### config.mk
export PLATFORM = sky130hd
export DESIGN_NAME = packet_length_morse_decoder
export DESIGN_NICKNAME = d
export VERILOG_FILES = /design/src/rtl/core/pmd_pkg.sv /design/src/rtl/core/packet_length_morse_decoder.sv /design/src/rtl/core/pmd_front.sv /design/src/rtl/core/pmd_queue.sv /design/src/rtl/core/pmd_back.sv
export SDC_FILE = /design/constraint.sdc
export NUM_CORES = 1
export LEC_CHECK = 0
export BUFFER_PORTS_ARGS = -buffer_cell sky130_fd_sc_hd__buf_2
export CAP_MARGIN = 10
export CELL_PAD_IN_SITES_DETAIL_PLACEMENT = 2
export CELL_PAD_IN_SITES_GLOBAL_PLACEMENT = 2
export CORE_ASPECT_RATIO = 1.4
export CORE_MARGIN = 1
export CORE_UTILIZATION = 41
export DETAILED_ROUTE_END_ITERATION = 10
export PLACE_DENSITY_LB_ADDON = 0.1
export SYNTH_ARGS = -nofsm -noshare
export SYNTH_HDL_FRONTEND = slang
export SYNTH_SLANG_ARGS = --single-unit
### constraint.sdc
create_clock -name clk -period 14.7 [get_ports clk]
set_input_delay 2.94 -clock clk [delete_from_list [all_inputs] [get_ports clk]]
set_output_delay 2.94 -clock clk [all_outputs]
set_load 0.01 [all_outputs]
### src/rtl/core/pmd_pkg.sv
// ----------------------------------------------------------------------------
// pmd_pkg: shared types and constants of the packet-length Morse decoder
// Holds the command passed from front to back, the register bank layout,
// result kinds, printable characters and the Morse code table.
// ----------------------------------------------------------------------------
package pmd_pkg;

  // Result kinds.
  localparam logic [2:0] KIND_CHAR         = 3'd0;
  localparam logic [2:0] KIND_UNMATCHED    = 3'd1;
  localparam logic [2:0] KIND_OUT_OF_ORDER = 3'd2;
  localparam logic [2:0] KIND_WRONG_SENDER = 3'd3;
  localparam logic [2:0] KIND_BAD_LENGTH   = 3'd4;

  // Register indexes of the configuration port.
  localparam logic [2:0] REG_EXPECTED_SENDER = 3'd0;
  localparam logic [2:0] REG_HEADER_BYTES    = 3'd1;
  localparam logic [2:0] REG_DASH_LENGTH     = 3'd2;
  localparam logic [2:0] REG_DOT_LENGTH      = 3'd3;
  localparam logic [2:0] REG_CHAR_GAP_LENGTH = 3'd4;
  localparam logic [2:0] REG_WORD_GAP_LENGTH = 3'd5;
  localparam logic [2:0] REG_END_LENGTH      = 3'd6;

  // Register reset values.
  localparam logic [31:0] DEF_EXPECTED_SENDER = 32'd0;
  localparam logic [5:0]  DEF_HEADER_BYTES    = 6'd20;
  localparam logic [10:0] DEF_DASH_LENGTH     = 11'd300;
  localparam logic [10:0] DEF_DOT_LENGTH      = 11'd100;
  localparam logic [10:0] DEF_CHAR_GAP_LENGTH = 11'd10;
  localparam logic [10:0] DEF_WORD_GAP_LENGTH = 11'd15;
  localparam logic [10:0] DEF_END_LENGTH      = 11'd400;

  // Printable characters produced by the back end.
  localparam logic [7:0] CH_OPEN    = 8'h5B;
  localparam logic [7:0] CH_CLOSE   = 8'h5D;
  localparam logic [7:0] CH_DASH    = 8'h2D;
  localparam logic [7:0] CH_DOT     = 8'h2E;
  localparam logic [7:0] CH_SPACE   = 8'h20;
  localparam logic [7:0] CH_NEWLINE = 8'h0A;

  typedef struct packed {
    logic [31:0] expected_sender;
    logic [5:0]  header_bytes;
    logic [10:0] dash_length;
    logic [10:0] dot_length;
    logic [10:0] char_gap_length;
    logic [10:0] word_gap_length;
    logic [10:0] end_length;
  } pmd_cfg_t;

  typedef enum logic [1:0] {
    CMD_WRONG_SENDER,
    CMD_OUT_OF_ORDER,
    CMD_BAD_LENGTH,
    CMD_FLUSH
  } pmd_op_t;

  typedef enum logic [1:0] {
    TRAIL_NONE,
    TRAIL_SPACE,
    TRAIL_NEWLINE
  } pmd_trail_t;

  // One queued command. The pattern snapshot travels beside it.
  typedef struct packed {
    pmd_op_t    op;
    pmd_trail_t trail;
    logic [31:0] value;
  } pmd_cmd_t;

  typedef enum logic [2:0] {
    BS_IDLE,
    BS_LOOKUP,
    BS_SYMBOLS,
    BS_CLOSE,
    BS_TRAILER
  } pmd_bstate_t;

  // Morse table entry. The code is read first symbol at the MSB of a
  // len-bit value, a dash being 1 and a dot 0.
  typedef struct packed {
    logic [7:0] ch;
    logic [2:0] len;
    logic [6:0] code;
  } pmd_morse_t;

  localparam int TABLE_SIZE = 61;

  localparam pmd_morse_t MORSE_TABLE [TABLE_SIZE] = '{
    '{8'h22, 3'd6, 7'b0010010}, '{8'h27, 3'd6, 7'b0011110},
    '{8'h28, 3'd5, 7'b0010110}, '{8'h29, 3'd6, 7'b0101101},
    '{8'h2C, 3'd6, 7'b0110011}, '{8'h2D, 3'd6, 7'b0100001},
    '{8'h2E, 3'd6, 7'b0010101}, '{8'h2F, 3'd5, 7'b0010010},
    '{8'h26, 3'd5, 7'b0001000}, '{8'h3D, 3'd5, 7'b0010001},
    '{8'h3A, 3'd6, 7'b0111000}, '{8'h3B, 3'd5, 7'b0010101},
    '{8'h2B, 3'd5, 7'b0001010}, '{8'h5F, 3'd6, 7'b0001101},
    '{8'h24, 3'd7, 7'b0001001}, '{8'h40, 3'd6, 7'b0011010},
    '{8'h30, 3'd5, 7'b0011111}, '{8'h31, 3'd5, 7'b0001111},
    '{8'h32, 3'd5, 7'b0000111}, '{8'h33, 3'd5, 7'b0000011},
    '{8'h34, 3'd5, 7'b0000001}, '{8'h35, 3'd5, 7'b0000000},
    '{8'h36, 3'd5, 7'b0010000}, '{8'h37, 3'd5, 7'b0011000},
    '{8'h38, 3'd5, 7'b0011100}, '{8'h39, 3'd5, 7'b0011110},
    '{8'h3A, 3'd6, 7'b0111000}, '{8'h3F, 3'd6, 7'b0001100},
    '{8'h41, 3'd2, 7'b0000001}, '{8'h42, 3'd4, 7'b0001000},
    '{8'h43, 3'd4, 7'b0001010}, '{8'h44, 3'd3, 7'b0000100},
    '{8'h45, 3'd1, 7'b0000000}, '{8'h46, 3'd4, 7'b0000010},
    '{8'h47, 3'd3, 7'b0000110}, '{8'h48, 3'd4, 7'b0000000},
    '{8'h49, 3'd2, 7'b0000000}, '{8'h4A, 3'd4, 7'b0000111},
    '{8'h4B, 3'd3, 7'b0000101}, '{8'h4C, 3'd4, 7'b0000100},
    '{8'h4D, 3'd2, 7'b0000011}, '{8'h4E, 3'd2, 7'b0000010},
    '{8'h4F, 3'd3, 7'b0000111}, '{8'h50, 3'd4, 7'b0000110},
    '{8'h51, 3'd4, 7'b0001101}, '{8'h52, 3'd3, 7'b0000010},
    '{8'h53, 3'd3, 7'b0000000}, '{8'h54, 3'd1, 7'b0000001},
    '{8'h55, 3'd3, 7'b0000001}, '{8'h56, 3'd4, 7'b0000001},
    '{8'h57, 3'd3, 7'b0000011}, '{8'h58, 3'd4, 7'b0001001},
    '{8'h59, 3'd4, 7'b0001011}, '{8'h5A, 3'd4, 7'b0001100},
    '{8'hC5, 3'd5, 7'b0001101}, '{8'hC4, 3'd4, 7'b0000101},
    '{8'hC0, 3'd5, 7'b0001101}, '{8'hC9, 3'd5, 7'b0000100},
    '{8'hD1, 3'd5, 7'b0011011}, '{8'hD6, 3'd4, 7'b0001110},
    '{8'hDC, 3'd4, 7'b0000011}
  };

  // Returns {hit, character}. The first matching entry wins, so the scan
  // runs from the end and lets earlier entries overwrite later ones.
  function automatic logic [8:0] morse_lookup(input logic [2:0] len,
                                              input logic [6:0] code);
    logic [8:0] res;
    logic [6:0] mask;
    res = 9'd0;
    for (int i = TABLE_SIZE - 1; i >= 0; i--) begin
      mask = ~(7'h7F << MORSE_TABLE[i].len);
      if (MORSE_TABLE[i].len == len && (code & mask) == MORSE_TABLE[i].code) begin
        res = {1'b1, MORSE_TABLE[i].ch};
      end
    end
    return res;
  endfunction

endpackage

### src/rtl/core/packet_length_morse_decoder.sv
// ----------------------------------------------------------------------------
// packet_length_morse_decoder: Morse decoder driven by packet lengths
// Timing: a packet is checked and classified in its accept cycle; its first
//   result beat passes the command queue, then for a flush the lookup state,
//   then the output register. One result beat per cycle leaves the sequencer
//   unless the output stalls; a packet costs 0 to MAX_SYMBOLS+3 beats.
// Reset: synchronous, active low; registers return to their defaults, the
//   expected sequence and the pattern count clear. No clearing pass.
// ----------------------------------------------------------------------------
module packet_length_morse_decoder
  import pmd_pkg::*;
#(
  parameter int MAX_SYMBOLS = 16
) (
  input  logic        clk,
  input  logic        rst_n,
  // Packet input channel.
  input  logic        in_valid,
  output logic        in_stall,
  input  logic [31:0] in_source_address,
  input  logic [31:0] in_sequence_number,
  input  logic [10:0] in_packet_length,
  // Result channel.
  output logic        out_valid,
  input  logic        out_stall,
  output logic [2:0]  out_kind,
  output logic [7:0]  out_character,
  output logic [31:0] out_reported_value,
  output logic        out_last,
  // Configuration write channel.
  input  logic        cfg_valid,
  output logic        cfg_ready,
  input  logic [2:0]  cfg_index,
  input  logic [31:0] cfg_data
);

  // The pattern count has to hold MAX_SYMBOLS itself, since a full pattern
  // stays full and ignores further symbols.
  localparam int CW = $clog2(MAX_SYMBOLS + 1);
  localparam int QW = $bits(pmd_cmd_t) + MAX_SYMBOLS + CW;

  // Register bank. Writes are taken in any cycle; the user only writes while
  // the block is quiet, so no hold-off against in-flight packets is needed.
  pmd_cfg_t cfg_r, cfg_nxt;

  assign cfg_ready = 1'b1;

  always_comb begin
    cfg_nxt = cfg_r;
    if (cfg_valid) begin
      unique case (cfg_index)
        REG_EXPECTED_SENDER: cfg_nxt.expected_sender = cfg_data;
        REG_HEADER_BYTES:    cfg_nxt.header_bytes    = cfg_data[5:0];
        REG_DASH_LENGTH:     cfg_nxt.dash_length     = cfg_data[10:0];
        REG_DOT_LENGTH:      cfg_nxt.dot_length      = cfg_data[10:0];
        REG_CHAR_GAP_LENGTH: cfg_nxt.char_gap_length = cfg_data[10:0];
        REG_WORD_GAP_LENGTH: cfg_nxt.word_gap_length = cfg_data[10:0];
        REG_END_LENGTH:      cfg_nxt.end_length      = cfg_data[10:0];
        default:             cfg_nxt = cfg_r;
      endcase
    end
  end

  always_ff @(posedge clk) begin
    if (!rst_n) begin
      cfg_r.expected_sender <= DEF_EXPECTED_SENDER;
      cfg_r.header_bytes    <= DEF_HEADER_BYTES;
      cfg_r.dash_length     <= DEF_DASH_LENGTH;
      cfg_r.dot_length      <= DEF_DOT_LENGTH;
      cfg_r.char_gap_length <= DEF_CHAR_GAP_LENGTH;
      cfg_r.word_gap_length <= DEF_WORD_GAP_LENGTH;
      cfg_r.end_length      <= DEF_END_LENGTH;
    end else begin
      cfg_r <= cfg_nxt;
    end
  end

  // The front end owns the sequence counter and the symbol pattern. Dots and
  // dashes only grow the pattern; every other packet becomes one command,
  // and a flush carries a snapshot of the pattern so the front end can start
  // the next character at once.
  logic                   f_push;
  pmd_cmd_t               f_cmd;
  logic [MAX_SYMBOLS-1:0] f_pat;
  logic [CW-1:0]          f_cnt;
  logic                   q_full, q_empty, q_pop;
  logic [QW-1:0]          q_rdata;
  pmd_cmd_t               b_cmd;
  logic [MAX_SYMBOLS-1:0] b_pat;
  logic [CW-1:0]          b_cnt;

  pmd_front #(
    .MAX_SYMBOLS(MAX_SYMBOLS)
  ) u_front (
    .clk               (clk),
    .rst_n             (rst_n),
    .cfg               (cfg_r),
    .in_valid          (in_valid),
    .in_stall          (in_stall),
    .in_source_address (in_source_address),
    .in_sequence_number(in_sequence_number),
    .in_packet_length  (in_packet_length),
    .q_full            (q_full),
    .q_push            (f_push),
    .q_cmd             (f_cmd),
    .q_pat             (f_pat),
    .q_cnt             (f_cnt)
  );

  // A short queue lets the front end keep taking packets while the back end
  // spells out a long unmatched pattern.
  pmd_queue #(
    .WIDTH(QW)
  ) u_queue (
    .clk      (clk),
    .rst_n    (rst_n),
    .push     (f_push),
    .push_data({f_cmd, f_pat, f_cnt}),
    .pop      (q_pop),
    .pop_data (q_rdata),
    .full     (q_full),
    .empty    (q_empty)
  );

  assign {b_cmd, b_pat, b_cnt} = q_rdata;

  // The back end looks the pattern up in the Morse table and emits the
  // result beats through its output register.
  pmd_back #(
    .MAX_SYMBOLS(MAX_SYMBOLS)
  ) u_back (
    .clk               (clk),
    .rst_n             (rst_n),
    .q_empty           (q_empty),
    .q_cmd             (b_cmd),
    .q_pat             (b_pat),
    .q_cnt             (b_cnt),
    .q_pop             (q_pop),
    .out_valid         (out_valid),
    .out_stall         (out_stall),
    .out_kind          (out_kind),
    .out_character     (out_character),
    .out_reported_value(out_reported_value),
    .out_last          (out_last)
  );

  // The front end must never push into a full queue.
  assert property (@(posedge clk) disable iff (!rst_n) q_full |-> !f_push)
    else $error("command pushed into a full queue");

  // The back end only pops a command that is there.
  assert property (@(posedge clk) disable iff (!rst_n) q_pop |-> !q_empty)
    else $error("command popped from an empty queue");

  // Event beats carry no character and are always the last beat of a packet.
  assert property (@(posedge clk) disable iff (!rst_n)
      out_valid && (out_kind == KIND_OUT_OF_ORDER || out_kind == KIND_WRONG_SENDER ||
                    out_kind == KIND_BAD_LENGTH)
      |-> out_character == 8'd0 && out_last)
    else $error("event beat with a character or without last");

  // Unmatched-pattern beats never carry a reported value.
  assert property (@(posedge clk) disable iff (!rst_n)
      out_valid && out_kind == KIND_UNMATCHED |-> out_reported_value == 32'd0)
    else $error("unmatched-pattern beat with a reported value");

endmodule

### src/rtl/core/pmd_front.sv
// ----------------------------------------------------------------------------
// pmd_front: packet checker and classifier
// Checks sender and sequence, classifies the payload length, builds the
// symbol pattern and queues a command for every packet that gives results.
// ----------------------------------------------------------------------------
module pmd_front
  import pmd_pkg::*;
#(
  parameter int MAX_SYMBOLS = 16,
  localparam int CW = $clog2(MAX_SYMBOLS + 1)
) (
  input  logic                   clk,
  input  logic                   rst_n,
  input  pmd_cfg_t               cfg,
  input  logic                   in_valid,
  output logic                   in_stall,
  input  logic [31:0]            in_source_address,
  input  logic [31:0]            in_sequence_number,
  input  logic [10:0]            in_packet_length,
  input  logic                   q_full,
  output logic                   q_push,
  output pmd_cmd_t               q_cmd,
  output logic [MAX_SYMBOLS-1:0] q_pat,
  output logic [CW-1:0]          q_cnt
);

  logic [31:0]            exp_seq_r, exp_seq_nxt;
  logic [CW-1:0]          cnt_r, cnt_nxt;
  logic [MAX_SYMBOLS-1:0] pat_r, pat_nxt;
  logic                   accept;
  logic                   hdr_ok;
  logic [10:0]            payload;
  logic                   room;

  assign in_stall = q_full;
  assign accept   = in_valid && !q_full;
  assign hdr_ok   = in_packet_length >= {5'd0, cfg.header_bytes};
  assign payload  = in_packet_length - {5'd0, cfg.header_bytes};
  assign room     = cnt_r < CW'(MAX_SYMBOLS);
  assign q_pat    = pat_r;
  assign q_cnt    = cnt_r;

  always_comb begin
    exp_seq_nxt = exp_seq_r;
    cnt_nxt     = cnt_r;
    pat_nxt     = pat_r;
    q_push      = 1'b0;
    q_cmd.op    = CMD_FLUSH;
    q_cmd.trail = TRAIL_NONE;
    q_cmd.value = 32'd0;
    if (accept) begin
      priority if (in_source_address != cfg.expected_sender) begin
        q_push   = 1'b1;
        q_cmd.op = CMD_WRONG_SENDER;
      end else if (in_sequence_number != exp_seq_r) begin
        q_push      = 1'b1;
        q_cmd.op    = CMD_OUT_OF_ORDER;
        q_cmd.value = in_sequence_number;
        exp_seq_nxt = 32'd0;
      end else begin
        exp_seq_nxt = exp_seq_r + 32'd1;
        priority if (hdr_ok && payload == cfg.dash_length) begin
          if (room) begin
            pat_nxt = {pat_r[MAX_SYMBOLS-2:0], 1'b1};
            cnt_nxt = cnt_r + CW'(1);
          end
        end else if (hdr_ok && payload == cfg.dot_length) begin
          if (room) begin
            pat_nxt = {pat_r[MAX_SYMBOLS-2:0], 1'b0};
            cnt_nxt = cnt_r + CW'(1);
          end
        end else if (hdr_ok && payload == cfg.word_gap_length) begin
          q_push      = 1'b1;
          q_cmd.trail = TRAIL_SPACE;
          cnt_nxt     = '0;
        end else if (hdr_ok && payload == cfg.char_gap_length) begin
          q_push  = 1'b1;
          cnt_nxt = '0;
        end else if (hdr_ok && payload == cfg.end_length) begin
          q_push      = 1'b1;
          q_cmd.trail = TRAIL_NEWLINE;
          cnt_nxt     = '0;
          exp_seq_nxt = 32'd0;
        end else begin
          q_push      = 1'b1;
          q_cmd.op    = CMD_BAD_LENGTH;
          q_cmd.value = {21'd0, in_packet_length};
        end
      end
    end
  end

  always_ff @(posedge clk) begin
    if (!rst_n) begin
      exp_seq_r <= 32'd0;
      cnt_r     <= '0;
    end else begin
      exp_seq_r <= exp_seq_nxt;
      cnt_r     <= cnt_nxt;
    end
  end

  always_ff @(posedge clk) begin
    pat_r <= pat_nxt;
  end

endmodule

### src/rtl/core/pmd_queue.sv
// ----------------------------------------------------------------------------
// pmd_queue: two-entry command queue
// Decouples the classifier from the result sequencer.
// ----------------------------------------------------------------------------
module pmd_queue #(
  parameter int WIDTH = 8
) (
  input  logic             clk,
  input  logic             rst_n,
  input  logic             push,
  input  logic [WIDTH-1:0] push_data,
  input  logic             pop,
  output logic [WIDTH-1:0] pop_data,
  output logic             full,
  output logic             empty
);

  localparam int DEPTH = 2;
  localparam int AW    = $clog2(DEPTH);
  localparam int LW    = $clog2(DEPTH + 1);

  logic [WIDTH-1:0] mem_r [DEPTH];
  logic [AW-1:0]    wr_ptr_r, rd_ptr_r;
  logic [LW-1:0]    level_r;

  assign full     = level_r == LW'(DEPTH);
  assign empty    = level_r == '0;
  assign pop_data = mem_r[rd_ptr_r];

  always_ff @(posedge clk) begin
    if (!rst_n) begin
      wr_ptr_r <= '0;
      rd_ptr_r <= '0;
      level_r  <= '0;
    end else begin
      if (push) begin
        wr_ptr_r <= wr_ptr_r + AW'(1);
      end
      if (pop) begin
        rd_ptr_r <= rd_ptr_r + AW'(1);
      end
      if (push && !pop) begin
        level_r <= level_r + LW'(1);
      end else if (pop && !push) begin
        level_r <= level_r - LW'(1);
      end
    end
  end

  always_ff @(posedge clk) begin
    if (push) begin
      mem_r[wr_ptr_r] <= push_data;
    end
  end

endmodule

### src/rtl/core/pmd_back.sv
// ----------------------------------------------------------------------------
// pmd_back: result sequencer
// Turns each queued command into its result beats, one beat per cycle while
// the output is not stalled, through a registered output stage.
// ----------------------------------------------------------------------------
module pmd_back
  import pmd_pkg::*;
#(
  parameter int MAX_SYMBOLS = 16,
  localparam int CW = $clog2(MAX_SYMBOLS + 1),
  localparam int IW = $clog2(MAX_SYMBOLS)
) (
  input  logic                   clk,
  input  logic                   rst_n,
  input  logic                   q_empty,
  input  pmd_cmd_t               q_cmd,
  input  logic [MAX_SYMBOLS-1:0] q_pat,
  input  logic [CW-1:0]          q_cnt,
  output logic                   q_pop,
  output logic                   out_valid,
  input  logic                   out_stall,
  output logic [2:0]             out_kind,
  output logic [7:0]             out_character,
  output logic [31:0]            out_reported_value,
  output logic                   out_last
);

  pmd_bstate_t            state_r, state_nxt;
  logic [MAX_SYMBOLS-1:0] pat_r, pat_nxt;
  logic [CW-1:0]          rem_r, rem_nxt;
  pmd_trail_t             trail_r, trail_nxt;
  logic                   valid_r, valid_nxt;
  logic [2:0]             kind_r, kind_nxt;
  logic [7:0]             char_r, char_nxt;
  logic [31:0]            value_r, value_nxt;
  logic                   last_r, last_nxt;
  logic                   out_free;
  logic [8:0]             lk;
  logic                   hit;
  logic [CW-1:0]          rem_m1;
  logic                   sym;

  assign out_free = !valid_r || !out_stall;
  assign lk       = morse_lookup(rem_r[2:0], pat_r[6:0]);
  assign hit      = (32'(rem_r) <= 32'd7) && lk[8];
  assign rem_m1   = rem_r - CW'(1);
  assign sym      = pat_r[rem_m1[IW-1:0]];

  assign out_valid          = valid_r;
  assign out_kind           = kind_r;
  assign out_character      = char_r;
  assign out_reported_value = value_r;
  assign out_last           = last_r;

  always_comb begin
    state_nxt = state_r;
    pat_nxt   = pat_r;
    rem_nxt   = rem_r;
    trail_nxt = trail_r;
    valid_nxt = valid_r;
    kind_nxt  = kind_r;
    char_nxt  = char_r;
    value_nxt = value_r;
    last_nxt  = last_r;
    q_pop     = 1'b0;
    if (valid_r && !out_stall) begin
      valid_nxt = 1'b0;
    end
    unique case (state_r)
      BS_IDLE: begin
        if (!q_empty && out_free) begin
          q_pop = 1'b1;
          if (q_cmd.op == CMD_FLUSH) begin
            pat_nxt   = q_pat;
            rem_nxt   = q_cnt;
            trail_nxt = q_cmd.trail;
            state_nxt = BS_LOOKUP;
          end else begin
            valid_nxt = 1'b1;
            char_nxt  = 8'd0;
            value_nxt = q_cmd.value;
            last_nxt  = 1'b1;
            unique case (q_cmd.op)
              CMD_WRONG_SENDER: kind_nxt = KIND_WRONG_SENDER;
              CMD_OUT_OF_ORDER: kind_nxt = KIND_OUT_OF_ORDER;
              default:          kind_nxt = KIND_BAD_LENGTH;
            endcase
          end
        end
      end
      BS_LOOKUP: begin
        if (out_free) begin
          valid_nxt = 1'b1;
          value_nxt = 32'd0;
          if (hit) begin
            kind_nxt  = KIND_CHAR;
            char_nxt  = lk[7:0];
            last_nxt  = trail_r == TRAIL_NONE;
            state_nxt = (trail_r == TRAIL_NONE) ? BS_IDLE : BS_TRAILER;
          end else begin
            kind_nxt  = KIND_UNMATCHED;
            char_nxt  = CH_OPEN;
            last_nxt  = 1'b0;
            state_nxt = (rem_r == '0) ? BS_CLOSE : BS_SYMBOLS;
          end
        end
      end
      BS_SYMBOLS: begin
        if (out_free) begin
          valid_nxt = 1'b1;
          kind_nxt  = KIND_UNMATCHED;
          char_nxt  = sym ? CH_DASH : CH_DOT;
          value_nxt = 32'd0;
          last_nxt  = 1'b0;
          rem_nxt   = rem_m1;
          if (rem_r == CW'(1)) begin
            state_nxt = BS_CLOSE;
          end
        end
      end
      BS_CLOSE: begin
        if (out_free) begin
          valid_nxt = 1'b1;
          kind_nxt  = KIND_UNMATCHED;
          char_nxt  = CH_CLOSE;
          value_nxt = 32'd0;
          last_nxt  = trail_r == TRAIL_NONE;
          state_nxt = (trail_r == TRAIL_NONE) ? BS_IDLE : BS_TRAILER;
        end
      end
      BS_TRAILER: begin
        if (out_free) begin
          valid_nxt = 1'b1;
          kind_nxt  = KIND_CHAR;
          char_nxt  = (trail_r == TRAIL_SPACE) ? CH_SPACE : CH_NEWLINE;
          value_nxt = 32'd0;
          last_nxt  = 1'b1;
          state_nxt = BS_IDLE;
        end
      end
      default: begin
        state_nxt = BS_IDLE;
      end
    endcase
  end

  always_ff @(posedge clk) begin
    if (!rst_n) begin
      state_r <= BS_IDLE;
      valid_r <= 1'b0;
    end else begin
      state_r <= state_nxt;
      valid_r <= valid_nxt;
    end
  end

  always_ff @(posedge clk) begin
    pat_r   <= pat_nxt;
    rem_r   <= rem_nxt;
    trail_r <= trail_nxt;
    kind_r  <= kind_nxt;
    char_r  <= char_nxt;
    value_r <= value_nxt;
    last_r  <= last_nxt;
  end

endmodule

==> key figures <==
Outcome
  • Status: finished clean

Floorplan
  • Initial core utilization: 41.7%
  • CORE AREA: 41,400 um^2
  • I/O pin total: 162
  • Core Rows: 88
  • Die ar.: 42,900 um^2
  • Die Wd: 175 um
  • Die height: 245 um

Final layout
  • Leading cell type in the layout, fill and taps excluded: nand2_1
  • Final #Nets: 2,007
  • Share of layout cells above drive strength 1: 15.6%
  • Most frequent cells in the layout: 294 x nand2_1, 197 x edfxtp_1, 160 x buf_2, 138 x dfxtp_1, 126 x a21oi_1
  • ANT cells: 0
  • Final core occ: 47.6%
  • Post-Layout Cell Count: 2,445
  • Area Overhead vs Synth: 14.3%

Power and ir drop
  • Pwr Density: 150 nW/um^2
  • Leakage power: 0.00724 uW
  • Max VDD drop: 102 uV

Clocking
  • Clk_lat worst skew: 0.57 ns
  • CTS Hold Buffers Added: 0
  • H-tree depth: 2
  • Clock Sink Count: 336
  • Root Driver: clkbuf_16
  • Total CTS buffers: 37
  • Post-CTS Resized: 0
  • CTS tree: built
  • Post-CTS Setup Inserts: 0
  • Clk pin slew, worst setup/hold paths: 0.06 ns
  • Clk buf depth: 3

Min path
  • Hold Crit Class: flip-flop to flip-flop
  • Hold path startpoint: cfg_r[76]$_SDFFE_PN0P_

Drt
  • DRT iter0 DRCs: 766
  • Drt pass-1 iters: 5
  • Vias: 14,300
  • Vias/cell: 5.84
  • Final ANT Viol Nets: 0
  • Wire per inst: 25.6 um
  • DRC errors left: 0
  • Post-Route WL: 62.5 mm

Logic synthesis
  • Dominant synthesized flop cell: edfxtp_1
  • Seq/Total Area, Yosys: 50.4%
  • Main area contributors after synthesis: edfxtp_1 34%, dfxtp_1 16%, nand2_1 6.4%, xnor2_1 3.8%, a21oi_1 3.7%
  • Syn Inst Count: 1,766
  • Netlist cell types: 91
  • Top-area cell type share of the netlist area: 34.3%
  • Share of flip-flops with an asynchronous set or reset: 0%
  • Mapped cell area: 17,200 um^2
  • YS warnings: 0
  • FF+latch count, synth: 336
  • Number of synthesized flops with an enable pin: 197
  • Cell taking the most area after synthesis: edfxtp_1
  • Syn Area/Cell: 9.77 um^2
  • Synth Net Count: 1,896

Global routing
  • First-pass GRT wire length: 96.1 mm
  • Antenna violations before repair: 0
  • Gr usage total: 29.5%
  • Vias in the first global route: 15,900
  • Largest net degree at the start of global routing: 64
  • Final global-route overflow total: 0

Run
  • Max cap viols: 0

STA
  • Slew Viols, Final: 0
  • Worst-Margin Slew: 1.16 ns
  • Post-layout min period: 6.90 ns
  • Finish-stage setup viols: 0
  • RSZ-0062 raised after global routing: false
  • Clk_skew: 0.0367 ns
  • FMAX: 145 MHz
  • Tcrit/Tclk final: 46.9%
  • Setup TNS: 0 ns
  • Worst relative slew slack: 22.9%
  • Hold Fails Final Rpt: 0

Worst setup path
  • CP startpoint: in_packet_length[0]
  • CP max FO: 6
  • CP Launch Type: input port
  • Reg2reg start: cfg_r[55]$_SDFFE_PN0P_
  • Critical path arrival: 7.36 ns
  • Slowest stage delay, CP: 0.68 ns
  • Crit-path cells: buf_2, inv_1, ha_1, inv_1, fa_1, a21oi_1, o21bai_1, xnor2_2, o221ai_1, or4b_1, or4b_1, nand3_1, nand2_1, ha_1, or3_1, a21oi_1
  • CP required: 15.16 ns
  • Critical path type: input port to flip-flop
  • Slowest stage cell, crit path: or4b_1
  • Critical Path End Type: flip-flop

Place
  • Dpl cells: 2,378
  • DP HPWL: 46.3 mm
  • Placer Congestion: 0.877
  • I/O Buffers: 160
-- final timing paths --
path	depth (start not counted)	slack, ns	end
hold reg to reg	2	0.47	cfg_r[76]$_SDFFE_PN0P_
setup / recovery	16	7.80	u_queue.level_r[1]$_SDFFE_PN0P_
hold / removal	2	0.47	cfg_r[76]$_SDFFE_PN0P_
setup reg to reg	14	10.03	u_queue.level_r[1]$_SDFFE_PN0P_
-- layout make-up --
type	instances	area, um^2
clock buffer	49	991
fill	4479	21700
timing repair buffer	181	958
tap	540	676
sequential	336	8700
clock inverter	18	224
multi-input combinational	1295	8070
inverter	26	97.6
-- power breakdown --
| part | internal [uW] | switching [uW] | total [uW] |
|---|---|---|---|
| clock network | 537 | 410 | 946 |
| registers | 1200 | 99.0 | 1300 |
| logic | 251 | 450 | 700 |
| total | 1990 | 958 | 2950 |
-- stage by stage --
step / power (uW) / area, um^2 / hold WS [ns] / setup slack, ns
2_1_floorplan: 1720 / 17200 / 0.421 / 4.81
3_3_place_gp: 1970 / 18500 / 0.429 / 7.38
3_5_place_dp: 2020 / 18500 / 0.462 / 7.26
4_1_cts: 2970 / 19700 / 0.477 / 7.78
5_1_grt: 3070 / 19700 / 0.479 / 7.55
6_report: 2950 / 19700 / 0.472 / 7.80
-- flip-flops by register name, summed over array words and instances (netlist names), named ones only --
name and count:
u_back.out_last 1, u_queue.mem_r 114, u_queue.rd_ptr_r 1, u_queue.level_r 2, u_back.out_reported_value 32, cfg_r 93
u_front.q_pat 16, u_front.q_cnt 5, u_back.trail_r 2, u_back.out_kind 3, u_back.rem_r 5, u_back.state_r 3
u_back.out_character 8, u_front.exp_seq_r 32, u_back.out_valid 1, u_back.pat_r 16, u_queue.wr_ptr_r 1
-- layer usage --
metal  wire length (um)  GRT usage [%]
met5                  0              0
met4               2640           12.4
met3               1650           3.02
met2              34700           57.3
met1              23500           31.9
-- critical path, delay by kind of cell --
kind	cells	cell delay (ns)
AO/OA/AOI/OAI	4	0.88
adder cells (fa/ha/maj)	3	1.00
XOR/XNOR	1	0.37
buffers and inverters	3	0.24
AND/OR/NAND/NOR	5	1.92
-- synthesized netlist by cell type (all sizes together), types with 43 or more instances --
| cell | n |
|---|---|
| xor2 | 55 |
| o21ai | 49 |
| mux2i | 45 |
| nand2 | 294 |
| xnor2 | 76 |
| nand3 | 56 |
| edfxtp | 197 |
| nor2 | 123 |
| dfxtp | 139 |
| a21oi | 128 |
| nor3 | 43 |
| clkbuf | 84 |
-- logic make-up after synthesis --
family / share of synthesized area [%]
buffers and inverters: 3.08
and+or+nand+nor: 20.8
muxes: 4.57
other: 0.0217
xor gates and xnor gates: 7.14
AOI/OAI and AO/OA: 12.9
adders and majority gates: 1.13
DFF: 50.4
(Power assumes the default switching activity.)
